[config.mk]
export PLATFORM = sky130hd
export DESIGN_NAME = matrix_multiply_flat
export DESIGN_NICKNAME = d
export VERILOG_FILES = /design/src/sv/mm_pkg.sv /design/src/sv/mm_in_if.sv /design/src/sv/mm_out_if.sv /design/src/sv/mm_front.sv /design/src/sv/mm_queue.sv /design/src/sv/mm_back.sv /design/src/sv/matrix_multiply.sv /design/src/flat_wrapper.sv
export SDC_FILE = /design/constraint.sdc
export NUM_CORES = 2
export LEC_CHECK = 0
export BUFFER_PORTS_ARGS = -buffer_cell sky130_fd_sc_hd__buf_4
export CAP_MARGIN = 20
export CORE_UTILIZATION = 57
export DETAILED_ROUTE_END_ITERATION = 12
export GPL_ROUTABILITY_DRIVEN = 0
export GPL_TIMING_DRIVEN = 1
export PLACE_DENSITY_LB_ADDON = 0.08
export SKIP_CTS_REPAIR_TIMING = 1
export SYNTH_ARGS = -nofsm -noshare
export SYNTH_HDL_FRONTEND = slang
export SYNTH_SLANG_ARGS = --single-unit
[constraint.sdc]
create_clock -name clk -period 6.2 [get_ports clk]
set_clock_uncertainty 0.05 [all_clocks]
set_input_delay 0.62 -clock clk [delete_from_list [all_inputs] [get_ports clk]]
set_output_delay 0.62 -clock clk [all_outputs]
set_load 0.1 [all_outputs]
[src/sv/mm_pkg.sv]
// shared types and constants for the matrix multiply block
package mm_pkg;

  localparam int DIM_W       = 4;
  localparam int IDX_W       = 3;
  localparam int VAL_W       = 16;
  localparam int CELL_W      = 6;
  localparam int PROD_W      = 35;
  localparam int QUEUE_DEPTH = 2;
  localparam int CFG_ADDR_W  = 4;
  localparam int CFG_DATA_W  = 32;

  localparam logic [DIM_W-1:0] DIM_RESET = 4'd8;

  localparam logic [1:0] CMD_LOAD_A  = 2'd0;
  localparam logic [1:0] CMD_LOAD_B  = 2'd1;
  localparam logic [1:0] CMD_COMPUTE = 2'd2;

  localparam logic [1:0] REG_A_ROWS = 2'd0;
  localparam logic [1:0] REG_A_COLS = 2'd1;
  localparam logic [1:0] REG_B_ROWS = 2'd2;
  localparam logic [1:0] REG_B_COLS = 2'd3;

  typedef enum logic [1:0] {
    OP_LOAD_A,
    OP_LOAD_B,
    OP_MULT,
    OP_ERR
  } op_code_t;

  typedef struct packed {
    op_code_t          code;
    logic [CELL_W-1:0] elem_addr;
    logic [VAL_W-1:0]  value;
  } op_t;

  typedef struct packed {
    logic [DIM_W-1:0] ar;
    logic [DIM_W-1:0] ac;
    logic [DIM_W-1:0] br;
    logic [DIM_W-1:0] bc;
  } dims_t;

  typedef struct packed {
    logic             valid;
    logic             first;
    logic             last_k;
    logic             last_el;
    logic             err;
    logic [IDX_W-1:0] row;
    logic [IDX_W-1:0] col;
  } tag_t;

  typedef enum logic [1:0] {
    ST_IDLE = 2'b01,
    ST_RUN  = 2'b10
  } seq_state_t;

endpackage

[src/sv/mm_in_if.sv]
// input item channel of the matrix multiply block
interface mm_in_if;
  import mm_pkg::*;

  logic                    valid;
  logic                    ready;
  logic [1:0]              command;
  logic [IDX_W-1:0]        row_index;
  logic [IDX_W-1:0]        col_index;
  logic signed [VAL_W-1:0] element_value;

  modport source (
    output valid, command, row_index, col_index, element_value,
    input  ready
  );

  modport sink (
    input  valid, command, row_index, col_index, element_value,
    output ready
  );
endinterface

[src/sv/mm_out_if.sv]
// result item channel of the matrix multiply block
interface mm_out_if;
  import mm_pkg::*;

  logic                     valid;
  logic                     ready;
  logic [IDX_W-1:0]         out_row;
  logic [IDX_W-1:0]         out_col;
  logic signed [PROD_W-1:0] product_value;
  logic                     last;
  logic                     size_error;

  modport source (
    output valid, out_row, out_col, product_value, last, size_error,
    input  ready
  );

  modport sink (
    input  valid, out_row, out_col, product_value, last, size_error,
    output ready
  );
endinterface

[src/sv/mm_front.sv]
// front end: accepts input items, drops out-of-range loads, checks sizes
module mm_front #(
  parameter int MAX_DIM = 8
) (
  mm_in_if.sink          in_ch,
  input  mm_pkg::dims_t  dims,
  output logic           push,
  output mm_pkg::op_t    push_op,
  input  logic           push_ready
);
  import mm_pkg::*;

  logic [DIM_W-1:0] row_ext;
  logic [DIM_W-1:0] col_ext;
  logic             a_fit;
  logic             b_fit;
  logic             keep;

  assign row_ext = DIM_W'(in_ch.row_index);
  assign col_ext = DIM_W'(in_ch.col_index);
  assign a_fit   = (row_ext < dims.ar) && (col_ext < dims.ac);
  assign b_fit   = (row_ext < dims.br) && (col_ext < dims.bc);

  always_comb begin
    push_op.elem_addr = CELL_W'(int'(in_ch.row_index) * MAX_DIM + int'(in_ch.col_index));
    push_op.value     = in_ch.element_value;
    push_op.code      = OP_LOAD_A;
    keep              = 1'b0;
    case (in_ch.command)
      CMD_LOAD_A: begin
        push_op.code = OP_LOAD_A;
        keep         = a_fit;
      end
      CMD_LOAD_B: begin
        push_op.code = OP_LOAD_B;
        keep         = b_fit;
      end
      CMD_COMPUTE: begin
        push_op.code = (dims.ac == dims.br) ? OP_MULT : OP_ERR;
        keep         = 1'b1;
      end
      default: begin
        keep = 1'b0;
      end
    endcase
  end

  assign in_ch.ready = push_ready;
  assign push        = in_ch.valid && push_ready && keep;

endmodule

[src/sv/mm_queue.sv]
// short operation queue between front and back
module mm_queue (
  input  logic        clk,
  input  logic        rst_n,
  input  logic        push,
  input  mm_pkg::op_t push_op,
  output logic        push_ready,
  output logic        pop_valid,
  output mm_pkg::op_t pop_op,
  input  logic        pop
);
  import mm_pkg::*;

  localparam int PTR_W = (QUEUE_DEPTH > 1) ? $clog2(QUEUE_DEPTH) : 1;

  op_t              entry_r [QUEUE_DEPTH];
  logic [PTR_W-1:0] wr_ptr_r;
  logic [PTR_W-1:0] rd_ptr_r;
  logic [PTR_W:0]   count_r;
  logic [PTR_W:0]   count_nxt;
  logic             do_push;
  logic             do_pop;

  assign push_ready = count_r != (PTR_W+1)'(QUEUE_DEPTH);
  assign pop_valid  = count_r != '0;
  assign pop_op     = entry_r[rd_ptr_r];
  assign do_push    = push && push_ready;
  assign do_pop     = pop && pop_valid;

  always_comb begin
    count_nxt = count_r;
    if (do_push && !do_pop) begin
      count_nxt = count_r + 1'b1;
    end else if (!do_push && do_pop) begin
      count_nxt = count_r - 1'b1;
    end
  end

  always_ff @(posedge clk) begin
    if (do_push) begin
      entry_r[wr_ptr_r] <= push_op;
    end
  end

  always_ff @(posedge clk) begin
    if (!rst_n) begin
      wr_ptr_r <= '0;
      rd_ptr_r <= '0;
      count_r  <= '0;
    end else begin
      if (do_push) begin
        wr_ptr_r <= (wr_ptr_r == PTR_W'(QUEUE_DEPTH - 1)) ? '0 : wr_ptr_r + 1'b1;
      end
      if (do_pop) begin
        rd_ptr_r <= (rd_ptr_r == PTR_W'(QUEUE_DEPTH - 1)) ? '0 : rd_ptr_r + 1'b1;
      end
      count_r <= count_nxt;
    end
  end

endmodule

[src/sv/mm_back.sv]
// back end: element stores, multiply-accumulate sequencer and result register
module mm_back #(
  parameter int MAX_DIM    = 8,
  parameter int ELEM_WIDTH = 16
) (
  input  logic          clk,
  input  logic          rst_n,
  input  mm_pkg::dims_t dims,
  input  logic          op_valid,
  input  mm_pkg::op_t   op,
  output logic          op_pop,
  mm_out_if.source      out_ch
);
  import mm_pkg::*;

  localparam int CELLS = MAX_DIM * MAX_DIM;
  localparam int AW    = (CELLS > 1) ? $clog2(CELLS) : 1;
  localparam int CW    = (MAX_DIM > 1) ? $clog2(MAX_DIM) : 1;
  localparam int MUL_W = 2 * ELEM_WIDTH;

  logic [ELEM_WIDTH-1:0] a_mem [CELLS];
  logic [ELEM_WIDTH-1:0] b_mem [CELLS];

  seq_state_t state_r;
  seq_state_t state_nxt;
  logic [CW-1:0] i_r, j_r, k_r;
  logic [CW-1:0] i_nxt, j_nxt, k_nxt;

  logic                  stall;
  logic                  a_we;
  logic                  b_we;
  logic [AW-1:0]         wr_addr;
  logic [AW-1:0]         a_addr;
  logic [AW-1:0]         b_addr;
  logic [ELEM_WIDTH-1:0] wr_val;
  logic                  end_k;
  logic                  end_j;
  logic                  end_i;

  tag_t issue_tag;
  tag_t s1_tag_r;
  tag_t s2_tag_r;

  logic [ELEM_WIDTH-1:0]   a_rd_r;
  logic [ELEM_WIDTH-1:0]   b_rd_r;
  logic signed [MUL_W-1:0] prod_r;
  logic signed [63:0]      prod_ext;
  logic [PROD_W-1:0]       acc_r;
  logic [PROD_W-1:0]       acc_nxt;

  logic              out_valid_r;
  logic [IDX_W-1:0]  out_row_r;
  logic [IDX_W-1:0]  out_col_r;
  logic [PROD_W-1:0] out_value_r;
  logic              out_last_r;
  logic              out_err_r;

  assign stall   = out_valid_r && !out_ch.ready;
  assign wr_addr = op.elem_addr[AW-1:0];
  assign wr_val  = ELEM_WIDTH'($signed(op.value));
  assign a_addr  = AW'(int'(i_r) * MAX_DIM + int'(k_r));
  assign b_addr  = AW'(int'(k_r) * MAX_DIM + int'(j_r));
  assign end_k   = DIM_W'(k_r) == (dims.ac - 1'b1);
  assign end_j   = DIM_W'(j_r) == (dims.bc - 1'b1);
  assign end_i   = DIM_W'(i_r) == (dims.ar - 1'b1);

  always_comb begin
    state_nxt = state_r;
    i_nxt     = i_r;
    j_nxt     = j_r;
    k_nxt     = k_r;
    op_pop    = 1'b0;
    a_we      = 1'b0;
    b_we      = 1'b0;
    issue_tag = '0;
    case (state_r)
      ST_IDLE: begin
        if (!stall && op_valid) begin
          op_pop = 1'b1;
          case (op.code)
            OP_LOAD_A: a_we = 1'b1;
            OP_LOAD_B: b_we = 1'b1;
            OP_MULT: begin
              state_nxt = ST_RUN;
              i_nxt     = '0;
              j_nxt     = '0;
              k_nxt     = '0;
            end
            OP_ERR: begin
              issue_tag.valid   = 1'b1;
              issue_tag.first   = 1'b1;
              issue_tag.last_k  = 1'b1;
              issue_tag.last_el = 1'b1;
              issue_tag.err     = 1'b1;
            end
            default: begin
              op_pop = 1'b1;
            end
          endcase
        end
      end
      ST_RUN: begin
        if (!stall) begin
          issue_tag.valid   = 1'b1;
          issue_tag.first   = k_r == '0;
          issue_tag.last_k  = end_k;
          issue_tag.last_el = end_i && end_j;
          issue_tag.row     = IDX_W'(i_r);
          issue_tag.col     = IDX_W'(j_r);
          if (end_k) begin
            k_nxt = '0;
            if (end_j) begin
              j_nxt = '0;
              if (end_i) begin
                i_nxt     = '0;
                state_nxt = ST_IDLE;
              end else begin
                i_nxt = i_r + 1'b1;
              end
            end else begin
              j_nxt = j_r + 1'b1;
            end
          end else begin
            k_nxt = k_r + 1'b1;
          end
        end
      end
      default: begin
        state_nxt = ST_IDLE;
      end
    endcase
  end

  // element stores
  always_ff @(posedge clk) begin
    if (a_we) begin
      a_mem[wr_addr] <= wr_val;
    end
    if (b_we) begin
      b_mem[wr_addr] <= wr_val;
    end
    if (!stall) begin
      a_rd_r <= a_mem[a_addr];
      b_rd_r <= b_mem[b_addr];
    end
  end

  assign prod_ext = 64'(prod_r);
  assign acc_nxt  = (s2_tag_r.first ? '0 : acc_r) + prod_ext[PROD_W-1:0];

  always_ff @(posedge clk) begin
    if (!stall) begin
      prod_r <= $signed(a_rd_r) * $signed(b_rd_r);
      if (s2_tag_r.valid) begin
        acc_r <= acc_nxt;
      end
      if (s2_tag_r.valid && s2_tag_r.last_k) begin
        out_row_r   <= s2_tag_r.row;
        out_col_r   <= s2_tag_r.col;
        out_value_r <= s2_tag_r.err ? '0 : acc_nxt;
        out_last_r  <= s2_tag_r.last_el;
        out_err_r   <= s2_tag_r.err;
      end
    end
  end

  always_ff @(posedge clk) begin
    if (!rst_n) begin
      state_r     <= ST_IDLE;
      i_r         <= '0;
      j_r         <= '0;
      k_r         <= '0;
      s1_tag_r    <= '0;
      s2_tag_r    <= '0;
      out_valid_r <= 1'b0;
    end else begin
      state_r <= state_nxt;
      i_r     <= i_nxt;
      j_r     <= j_nxt;
      k_r     <= k_nxt;
      if (!stall) begin
        s1_tag_r    <= issue_tag;
        s2_tag_r    <= s1_tag_r;
        out_valid_r <= s2_tag_r.valid && s2_tag_r.last_k;
      end
    end
  end

  assign out_ch.valid         = out_valid_r;
  assign out_ch.out_row       = out_row_r;
  assign out_ch.out_col       = out_col_r;
  assign out_ch.product_value = out_value_r;
  assign out_ch.last          = out_last_r;
  assign out_ch.size_error    = out_err_r;

endmodule

[src/sv/matrix_multiply.sv]
// Fixed-point matrix multiply C = A * B with Q8.8 elements and exact Q.16 sums.
// Load items write one element of A or B; a load outside the configured size
// and an unused command are dropped by the front end. A compute item yields
// a_rows*b_cols results in row-major order, the last one marked, or a single
// size_error result when a_cols and b_rows differ. The back end has one
// multiplier and issues one multiply-accumulate per cycle while the output is
// not stalled; a compute item takes a_rows*b_cols*a_cols of them. Each term
// passes the store read and product registers before the accumulator. A
// two-entry queue between front and back lets loads keep arriving while a
// result waits at the output. Element stores hold no reset value: read only
// elements that were loaded. Register i of the APB port is at byte address 4*i.
module matrix_multiply #(
  parameter int MAX_DIM    = 8,
  parameter int ELEM_WIDTH = 16
) (
  input  logic                          clk,
  input  logic                          rst_n,
  mm_in_if.sink                         in_ch,
  mm_out_if.source                      out_ch,
  input  logic                          cfg_psel,
  input  logic                          cfg_penable,
  input  logic                          cfg_pwrite,
  input  logic [mm_pkg::CFG_ADDR_W-1:0] cfg_paddr,
  input  logic [mm_pkg::CFG_DATA_W-1:0] cfg_pwdata,
  output logic [mm_pkg::CFG_DATA_W-1:0] cfg_prdata,
  output logic                          cfg_pready
);
  import mm_pkg::*;

  logic [DIM_W-1:0] a_rows_r;
  logic [DIM_W-1:0] a_cols_r;
  logic [DIM_W-1:0] b_rows_r;
  logic [DIM_W-1:0] b_cols_r;
  logic             cfg_wr;
  logic [1:0]       cfg_sel;
  dims_t            dims;

  logic q_push;
  op_t  q_push_op;
  logic q_push_ready;
  logic q_pop_valid;
  op_t  q_pop_op;
  logic q_pop;

  function automatic logic [DIM_W-1:0] sat_dim(input logic [DIM_W-1:0] x);
    logic [DIM_W-1:0] res;
    res = x;
    if (x == '0) begin
      res = DIM_W'(1);
    end else if (x > DIM_W'(MAX_DIM)) begin
      res = DIM_W'(MAX_DIM);
    end
    return res;
  endfunction

  assign cfg_pready = 1'b1;
  assign cfg_sel    = cfg_paddr[3:2];
  assign cfg_wr     = cfg_psel && cfg_penable && cfg_pwrite && cfg_pready;

  always_ff @(posedge clk) begin
    if (!rst_n) begin
      a_rows_r <= DIM_RESET;
      a_cols_r <= DIM_RESET;
      b_rows_r <= DIM_RESET;
      b_cols_r <= DIM_RESET;
    end else if (cfg_wr) begin
      case (cfg_sel)
        REG_A_ROWS: a_rows_r <= cfg_pwdata[DIM_W-1:0];
        REG_A_COLS: a_cols_r <= cfg_pwdata[DIM_W-1:0];
        REG_B_ROWS: b_rows_r <= cfg_pwdata[DIM_W-1:0];
        REG_B_COLS: b_cols_r <= cfg_pwdata[DIM_W-1:0];
        default: begin
          a_rows_r <= a_rows_r;
        end
      endcase
    end
  end

  always_comb begin
    case (cfg_sel)
      REG_A_ROWS: cfg_prdata = CFG_DATA_W'(a_rows_r);
      REG_A_COLS: cfg_prdata = CFG_DATA_W'(a_cols_r);
      REG_B_ROWS: cfg_prdata = CFG_DATA_W'(b_rows_r);
      REG_B_COLS: cfg_prdata = CFG_DATA_W'(b_cols_r);
      default:    cfg_prdata = '0;
    endcase
  end

  assign dims.ar = sat_dim(a_rows_r);
  assign dims.ac = sat_dim(a_cols_r);
  assign dims.br = sat_dim(b_rows_r);
  assign dims.bc = sat_dim(b_cols_r);

  mm_front #(
    .MAX_DIM (MAX_DIM)
  ) u_front (
    .in_ch      (in_ch),
    .dims       (dims),
    .push       (q_push),
    .push_op    (q_push_op),
    .push_ready (q_push_ready)
  );

  mm_queue u_queue (
    .clk        (clk),
    .rst_n      (rst_n),
    .push       (q_push),
    .push_op    (q_push_op),
    .push_ready (q_push_ready),
    .pop_valid  (q_pop_valid),
    .pop_op     (q_pop_op),
    .pop        (q_pop)
  );

  mm_back #(
    .MAX_DIM    (MAX_DIM),
    .ELEM_WIDTH (ELEM_WIDTH)
  ) u_back (
    .clk      (clk),
    .rst_n    (rst_n),
    .dims     (dims),
    .op_valid (q_pop_valid),
    .op       (q_pop_op),
    .op_pop   (q_pop),
    .out_ch   (out_ch)
  );

`ifndef SYNTHESIS
  // a size error item is a lone, final, all-zero result
  assert property (@(posedge clk) disable iff (!rst_n)
    out_ch.valid && out_ch.size_error |->
      out_ch.last && out_ch.product_value == '0 &&
      out_ch.out_row == '0 && out_ch.out_col == '0)
    else $error("size error result not final or not zero");

  // product coordinates stay inside the configured product size
  assert property (@(posedge clk) disable iff (!rst_n)
    out_ch.valid && !out_ch.size_error |->
      DIM_W'(out_ch.out_row) < dims.ar && DIM_W'(out_ch.out_col) < dims.bc)
    else $error("product coordinate outside configured size");

  // the final product element sits in the last row and column
  assert property (@(posedge clk) disable iff (!rst_n)
    out_ch.valid && !out_ch.size_error && out_ch.last |->
      DIM_W'(out_ch.out_row) == dims.ar - 1'b1 &&
      DIM_W'(out_ch.out_col) == dims.bc - 1'b1)
    else $error("last flag on a non-final product element");
`endif

endmodule
[src/flat_wrapper.sv]
// flat-port wrapper written by rule: the top's interface ports become plain ports
module matrix_multiply_flat import mm_pkg::*;
#(
  parameter int MAX_DIM    = 8,
  parameter int ELEM_WIDTH = 16
)
  (clk, rst_n, cfg_psel, cfg_penable, cfg_pwrite, cfg_paddr, cfg_pwdata, cfg_prdata, cfg_pready, in_ch_valid, in_ch_command, in_ch_row_index, in_ch_col_index, in_ch_element_value, in_ch_ready, out_ch_valid, out_ch_out_row, out_ch_out_col, out_ch_product_value, out_ch_last, out_ch_size_error, out_ch_ready);
  mm_in_if in_ch_i ();
  mm_out_if out_ch_i ();
  input  logic clk;
  input  logic rst_n;
  input  logic cfg_psel;
  input  logic cfg_penable;
  input  logic cfg_pwrite;
  input  logic [mm_pkg::CFG_ADDR_W-1:0] cfg_paddr;
  input  logic [mm_pkg::CFG_DATA_W-1:0] cfg_pwdata;
  output logic [mm_pkg::CFG_DATA_W-1:0] cfg_prdata;
  output logic cfg_pready;
  input wire logic [$bits(in_ch_i.valid)-1:0] in_ch_valid;
  input wire logic [$bits(in_ch_i.command)-1:0] in_ch_command;
  input wire logic [$bits(in_ch_i.row_index)-1:0] in_ch_row_index;
  input wire logic [$bits(in_ch_i.col_index)-1:0] in_ch_col_index;
  input wire logic [$bits(in_ch_i.element_value)-1:0] in_ch_element_value;
  output wire logic [$bits(in_ch_i.ready)-1:0] in_ch_ready;
  output wire logic [$bits(out_ch_i.valid)-1:0] out_ch_valid;
  output wire logic [$bits(out_ch_i.out_row)-1:0] out_ch_out_row;
  output wire logic [$bits(out_ch_i.out_col)-1:0] out_ch_out_col;
  output wire logic [$bits(out_ch_i.product_value)-1:0] out_ch_product_value;
  output wire logic [$bits(out_ch_i.last)-1:0] out_ch_last;
  output wire logic [$bits(out_ch_i.size_error)-1:0] out_ch_size_error;
  input wire logic [$bits(out_ch_i.ready)-1:0] out_ch_ready;
  assign in_ch_i.valid = in_ch_valid;
  assign in_ch_i.command = in_ch_command;
  assign in_ch_i.row_index = in_ch_row_index;
  assign in_ch_i.col_index = in_ch_col_index;
  assign in_ch_i.element_value = in_ch_element_value;
  assign in_ch_ready = in_ch_i.ready;
  assign out_ch_valid = out_ch_i.valid;
  assign out_ch_out_row = out_ch_i.out_row;
  assign out_ch_out_col = out_ch_i.out_col;
  assign out_ch_product_value = out_ch_i.product_value;
  assign out_ch_last = out_ch_i.last;
  assign out_ch_size_error = out_ch_i.size_error;
  assign out_ch_i.ready = out_ch_ready;
  matrix_multiply #(.MAX_DIM(MAX_DIM), .ELEM_WIDTH(ELEM_WIDTH)) u_core (.clk(clk), .rst_n(rst_n), .in_ch(in_ch_i), .out_ch(out_ch_i), .cfg_psel(cfg_psel), .cfg_penable(cfg_penable), .cfg_pwrite(cfg_pwrite), .cfg_paddr(cfg_paddr), .cfg_pwdata(cfg_pwdata), .cfg_prdata(cfg_prdata), .cfg_pready(cfg_pready));
endmodule
## Word level (Yosys, flattened, before mapping)

Memory sizes are Yosys's and may differ from the RTL's. A register that Yosys moved wholly into a read port is not among the register bits.
Index checks and enable logic that the tools add are counted.

| word-level totals | value |
|---|---|
| register bits | 164 |
| memory bits (writable) | 2096 |
| input bits | 67 |
| output and inout bits | 78 |
| memories | 3 |

| cells by class | value |
|---|---|
| add/subtract/negate cells | 14 |
| multipliers | 1 |
| $lt $le $gt $ge | 8 |
| eq/ne operators | 21 |
| multiplexer cells | 59 |
| bitwise gates (word level) | 1 |
| reduce and logical (&&, ||, !) cells | 41 |

Memory list:

| name | words | bits a word | read ports | clocked after memory_dff | write ports | RTL line | source |
|---|---|---|---|---|---|---|---|
| u_core.u_back.a_mem | 64 | 16 | 1 | 1 | 1 | mm_back.sv:21 | `logic [ELEM_WIDTH-1:0] a_mem [CELLS];` |
| u_core.u_back.b_mem | 64 | 16 | 1 | 1 | 1 | mm_back.sv:22 | `logic [ELEM_WIDTH-1:0] b_mem [CELLS];` |
| u_core.u_queue.entry_r | 2 | 24 | 1 | 1 | 1 | mm_queue.sv:16 | `op_t entry_r [QUEUE_DEPTH];` |

Operators with widths:

| operator | number |
|---|---|
| case mux 32 bit (4 select lines) | 1 |
| adder 35 bit | 1 |
| 2-to-1 mux 35 bit | 1 |
| 2-to-1 mux 3 bit | 11 |
| multiplier 16 x 16 -> 32 bit | 1 |
| 2-to-1 mux 4 bit | 8 |
| 2-to-1 mux 1 bit | 20 |
| adder 6 x 3 -> 6 bit | 3 |
| case mux 3 bit (2 select lines) | 3 |
| > comparator 4 bit, second input constant | 4 |
| zero test 4 bit | 4 |
| < comparator 3 x 4 -> 1 bit | 4 |
| 2-to-1 mux 2 bit | 8 |
| logical AND 1 bit | 14 |
| equality test 2 bit, second input constant | 6 |
| equality test 3 x 4 -> 1 bit | 3 |
| inequality test 2 bit, second input constant | 6 |
| AND reduction 2 bit | 6 |
| AND reduction 6 bit | 2 |
| subtractor 4 x 1 -> 4 bit, second input constant | 3 |
| 2-to-1 mux 5 bit | 2 |
| adder 3 x 1 -> 3 bit, second input constant | 3 |
| equality test 2 x 1 -> 1 bit, second input constant | 4 |
| case mux 2 bit (2 select lines) | 2 |
| 15 further kinds | 25 |

## Logic depth before layout (Yosys ltp)

| logic depth | value |
|---|---|
| depth in word-level cells | 12 |
| gate-level depth with buffers | 25 |

## By module

Synthesis repeated with hierarchy kept, for this count alone.

| unflattened totals | value |
|---|---|
| cell total of the unflattened synthesis | 5067 |
| area total of the unflattened synthesis | 99497.9 um2 |

By module, submodules not included:

| module | times used | cells each | area an instance (um2) | sequential area each (um2) |
|---|---|---|---|---|
| mm_back | 1 | 4778 | 95912.0 | 66443.7 |
| mm_queue | 1 | 99 | 1969.4 | 1541.5 |
| matrix_multiply | 1 | 121 | 1077.3 | 320.3 |
| mm_front | 1 | 69 | 539.3 | 0.0 |

## Worst setup path before layout

Ideal clock, no wire load.

| path | value |
|---|---|
| path kind | reg2reg |
| start point | register u_core.u_back.a_rd_r[11] (read register of u_core.u_back.a_mem) |
| end point | register u_core.u_back.prod_r[31] (data pin) |
| setup time | 0.266 ns |
| arrival time | 5.900 ns |
| path slack | -0.017 ns |
| stages on the path, launching flop included | 20 |
| period minus slack after synthesis | 6.217 ns |
| path through | edfxtp_1 -> clkbuf_1 -> nand2_1 -> fa_1 -> fa_1 -> fa_1 -> inv_1 -> fa_1 -> fa_1 -> fa_1 -> ha_1 -> clkbuf_1 -> nand2_1 -> nor4b_1 -> o31ai_1 -> o31ai_1 -> a41o_1 -> a221o_1 -> mux2i_1 -> nand4_1 |

| on the way | value |
|---|---|
| cells in the longest elaborated chain, start to end | 1 |

RTL lines:

| item | RTL line | source |
|---|---|---|
| from (decl) | mm_back.sv:44 | `logic [ELEM_WIDTH-1:0] a_rd_r;` |
| multiplier 16 x 16 -> 32 bit | mm_back.sv:153 | `prod_r <= $signed(a_rd_r) * $signed(b_rd_r);` |
| to (signal assigned) | mm_back.sv:153 |  |
| to (decl) | mm_back.sv:46 | `logic signed [MUL_W-1:0] prod_r;` |

No other way between the ends.
A chain may end at the register's enable or synchronous reset.

## Final worst setup path

| path | value |
|---|---|
| start point | register u_core.u_back.a_rd_r[5] (read register of u_core.u_back.a_mem) |
| end point | register u_core.u_back.prod_r[29] (data pin) |

The elaborated chain is that of the path after synthesis.

==> flow_metrics.env <==
export IMPL_status="completed"
export IMPL_synth_distinct_cells=77
export IMPL_path_clk_slew_ns=0.06
export IMPL_start_util=0.577
export IMPL_ys_seq_elements=2293
export IMPL_hold_violations=0
export IMPL_r2r_start="u_core.u_back.a_rd_r[5]"
export IMPL_cpMostUsedCell="fa_1"
export IMPL_htreeDepth=4
export IMPL_synth_avg_cell_area_sq_um=19.6
export IMPL_fin_cells=8010
export IMPL_path_buf_inv=8
export IMPL_drc_errors=0
export IMPL_worstMarginPinSlew_ns=1.17
export IMPL_fin_crit_ns=6.20
export IMPL_layout_commonest_cell="edfxtp_1"
export IMPL_die_area_sq_um=176000
export IMPL_tritoncts="done"
export IMPL_path_class="reg -> reg"
export IMPL_placed_area_sq_um=105000
export IMPL_coreArea_sq_um=172000
export IMPL_ys_seq_area_frac=0.687
export IMPL_antenna_found_initial=9
export IMPL_postSynthCellCount=5068
export IMPL_grt_max_degree=101
export IMPL_root_buffer="clkbuf_16"
export IMPL_r2r_slack_ns=0.004
export IMPL_fillers=11500
export IMPL_overflow=0
export IMPL_path_delay_family="adder cells"
export IMPL_final_cell_mix="edfxtp_1 (2238), mux4_2 (676), buf_4 (385)"
export IMPL_synth_edf_count=2238
export IMPL_setup_tns_ns=0
export IMPL_cts_sinks=2293
export IMPL_grt_pass1_wl_um=340000
export IMPL_setup_viol=0
export IMPL_timing_slew_headroom=0.222
export IMPL_die_h_um=420
export IMPL_layout_nets=5972
export IMPL_r2r_cells=23
export IMPL_clock_latency_ns=0.88
export IMPL_fmax_mhz=161
export IMPL_min_path_type="in -> reg"
export IMPL_min_to="u_core.b_cols_r[0]"
export IMPL_synth_top_flop_cell="edfxtp_1"
export IMPL_core_rowCount=152
export IMPL_pwr_density_cell_nw_per_um2=492
export IMPL_maxCapViolations=0
export IMPL_place_inst=7552
export IMPL_cp_start_kind="flop"
export IMPL_dieWidth_um=420
export IMPL_required_ns=6.74
export IMPL_vias_per_cell=6.14
export IMPL_ys_async_sr_fraction=0
export IMPL_port_buffers=85
export IMPL_min_from="cfg_pwdata[0]"
export IMPL_ant_nets=0
export IMPL_slowest_stage="fa_1"
export IMPL_drtPass1Iterations=5
export IMPL_grt_pass1_vias=50100
export IMPL_ios=145
export IMPL_cts_buffer_depth=3
export IMPL_cts_inserted_buffers=223
export IMPL_worstPathArrival_ns=6.74
export IMPL_yosysWarnings=0
export IMPL_routed_wl_um=233000
export IMPL_finalInstanceArea_sq_um=113000
export IMPL_drt_iter0_drc=5432
export IMPL_vias=49200
export IMPL_hpwlAfterDp_um=144000
export IMPL_fin_util=0.655
export IMPL_vdd_drop_max_uv=710
export IMPL_area_delta_synth_final_pct=13.6
export IMPL_r2r_end="u_core.u_back.prod_r[29]"
export IMPL_slew_violations=0
export IMPL_hold_depth=3
export IMPL_critPathCaptureType="flop"
export IMPL_cpPeakStageDelay_ns=0.59
export IMPL_crit_fanout=11
export IMPL_drive_gt1_frac=0.269
export IMPL_netlist_area_sq_um=99400
export IMPL_grt_total_usage=0.270
export IMPL_path_cells="buf_6, nand2_1, fa_1, inv_1, fa_1, inv_1, fa_1, inv_1, fa_1, fa_1, fa_1, ha_4, buf_4, a21oi_1, inv_1, o31ai_2, buf_4, o31ai_4, a41o_1, a221o_1, buf_4, nand4_1, o311ai_1"
export IMPL_fin_crit_sh=0.999
export IMPL_p_leak_uw=0.0374
export IMPL_rsz0062_at_grt="true"
export IMPL_wl_per_cell_um=29.0
## final cells by class
type                    count  area, sq um  share of cell area
repair buffers            440         3670              0.0326
flip-flops and latches   2293        68300               0.606
multi-input cells        2205        29100               0.258
clock inverters           153         1760              0.0156
inverters                 341         1280              0.0114
diodes                      2         5.00           0.0000443
clock buffers             266         5820              0.0516
well taps                2310         2890              0.0256
## state kept, by name, indices dropped and copies added (netlist names), 4 cells and up, named ones only
signal	count
u_core.a_cols_r	4
u_core.b_rows_r	4
u_core.u_back.acc_r	35
u_core.b_cols_r	4
u_core.u_back.s2_tag_r	11
u_core.u_queue.entry_r	48
u_core.u_back.a_rd_r	16
u_core.u_back.prod_r	32
u_core.u_back.b_mem	1024
u_core.a_rows_r	4
u_core.u_back.s1_tag_r	11
u_core.u_back.a_mem	1024
u_core.u_back.b_rd_r	16
u_core.u_back.out_ch.product_value	35
## how the worst max path moves through the flow
stage | start | end | cells past startpoint
after floorplan | u_core.u_back.a_rd_r[15] | u_core.u_back.prod_r[31] | 19
after global placement | u_core.u_back.a_rd_r[7] | u_core.u_back.prod_r[31] | 21
after detailed placement | u_core.u_back.b_rd_r[1] | u_core.u_back.prod_r[31] | 22
after CTS | u_core.u_back.b_rd_r[1] | u_core.u_back.prod_r[31] | 22
after global routing | u_core.u_back.a_rd_r[5] | u_core.u_back.prod_r[29] | 23
final | u_core.u_back.a_rd_r[5] | u_core.u_back.prod_r[29] | 23
## Yosys cell counts, types with 3 or more instances
| library cell | instances | area (sq um) |
|---|---|---|
| a21boi_0 | 22 | 165 |
| nor2b_1 | 102 | 638 |
| o31ai_1 | 5 | 37.5 |
| ha_1 | 138 | 1730 |
| nand2_1 | 209 | 785 |
| o221ai_1 | 3 | 26.3 |
| edfxtp_1 | 2238 | 67200 |
| nand4_1 | 9 | 56.3 |
| mux4_2 | 676 | 15200 |
| dfxtp_1 | 55 | 1100 |
| nand3b_1 | 3 | 22.5 |
| a41oi_1 | 3 | 26.3 |
| o32ai_1 | 8 | 70.1 |
| o211ai_1 | 5 | 37.5 |
| o21ai_0 | 35 | 175 |
| buf_4 | 29 | 218 |
| a211oi_1 | 7 | 52.6 |
| and2_1 | 132 | 826 |
| o22ai_1 | 5 | 31.3 |
| clkbuf_1 | 153 | 574 |
| and3_1 | 6 | 37.5 |
| nor3_1 | 17 | 85.1 |
| nand2b_1 | 30 | 188 |
| nor2_1 | 178 | 668 |
| a21o_1 | 32 | 240 |
| buf_1 | 20 | 75.1 |
| fa_1 | 263 | 5270 |
| inv_1 | 340 | 1280 |
| mux2i_1 | 24 | 240 |
| o21bai_1 | 13 | 97.6 |
| o21a_1 | 12 | 90.1 |
| or3_1 | 5 | 31.3 |
| xnor2_1 | 53 | 464 |
| nand3_1 | 23 | 115 |
| mux2_2 | 19 | 214 |
| a31oi_1 | 5 | 31.3 |
| a21oi_1 | 57 | 285 |
| buf_2 | 54 | 270 |
| a31o_2 | 4 | 35.0 |
| xor2_1 | 27 | 236 |
| nor3b_1 | 7 | 52.6 |
## report_power, final
group / leakage, uW / internal [uW] / switching [uW]
clock: 0.00369 / 7990 / 5930
sequential: 0.0207 / 18900 / 158
combinational: 0.0130 / 10400 / 12200
## layer usage
metal	up-vias	track usage	routed length [um]
li1	20700	-	-
met1	26200	0.398	96800
met2	1954	0.419	110000
met3	354	0.0535	19400
met4	6	0.0727	6080
met5	-	0	47
## stage by stage
stage / total power [uW] / hold slack, ns / setup slack, ns
6_report: 55600 / 0.0342 / 0.00442
5_1_grt: 59000 / 0.0125 / -0.190
4_1_cts: 54200 / -0.160 / -0.316
3_5_place_dp: 40300 / 0.367 / -0.349
3_3_place_gp: 39900 / 0.364 / -0.256
2_1_floorplan: 33800 / 0.358 / 0.0455
## tightest hold or removal path, cell delays in order
cell and delay (ns):
buf_4 0.11, mux2i_1 0.06, nor2b_1 0.09
## kinds of logic (layout without fill, tap and decap cells)
kind of cell | Yosys count | in the layout | synth area share
flip-flops | 2293 | 2293 | 0.687
AND/OR/NAND/NOR | 734 | 734 | 0.0364
multiplexers | 720 | 720 | 0.158
buffers and inverters | 597 | 1200 | 0.0243
adder cells (fa/ha/maj) | 401 | 401 | 0.0704
AO/OA/AOI/OAI | 241 | 241 | 0.0166
XOR/XNOR | 80 | 80 | 0.00705
other | 2 | 31 | 0.0000756
Note: power is estimated with default switching activity, not from simulation.
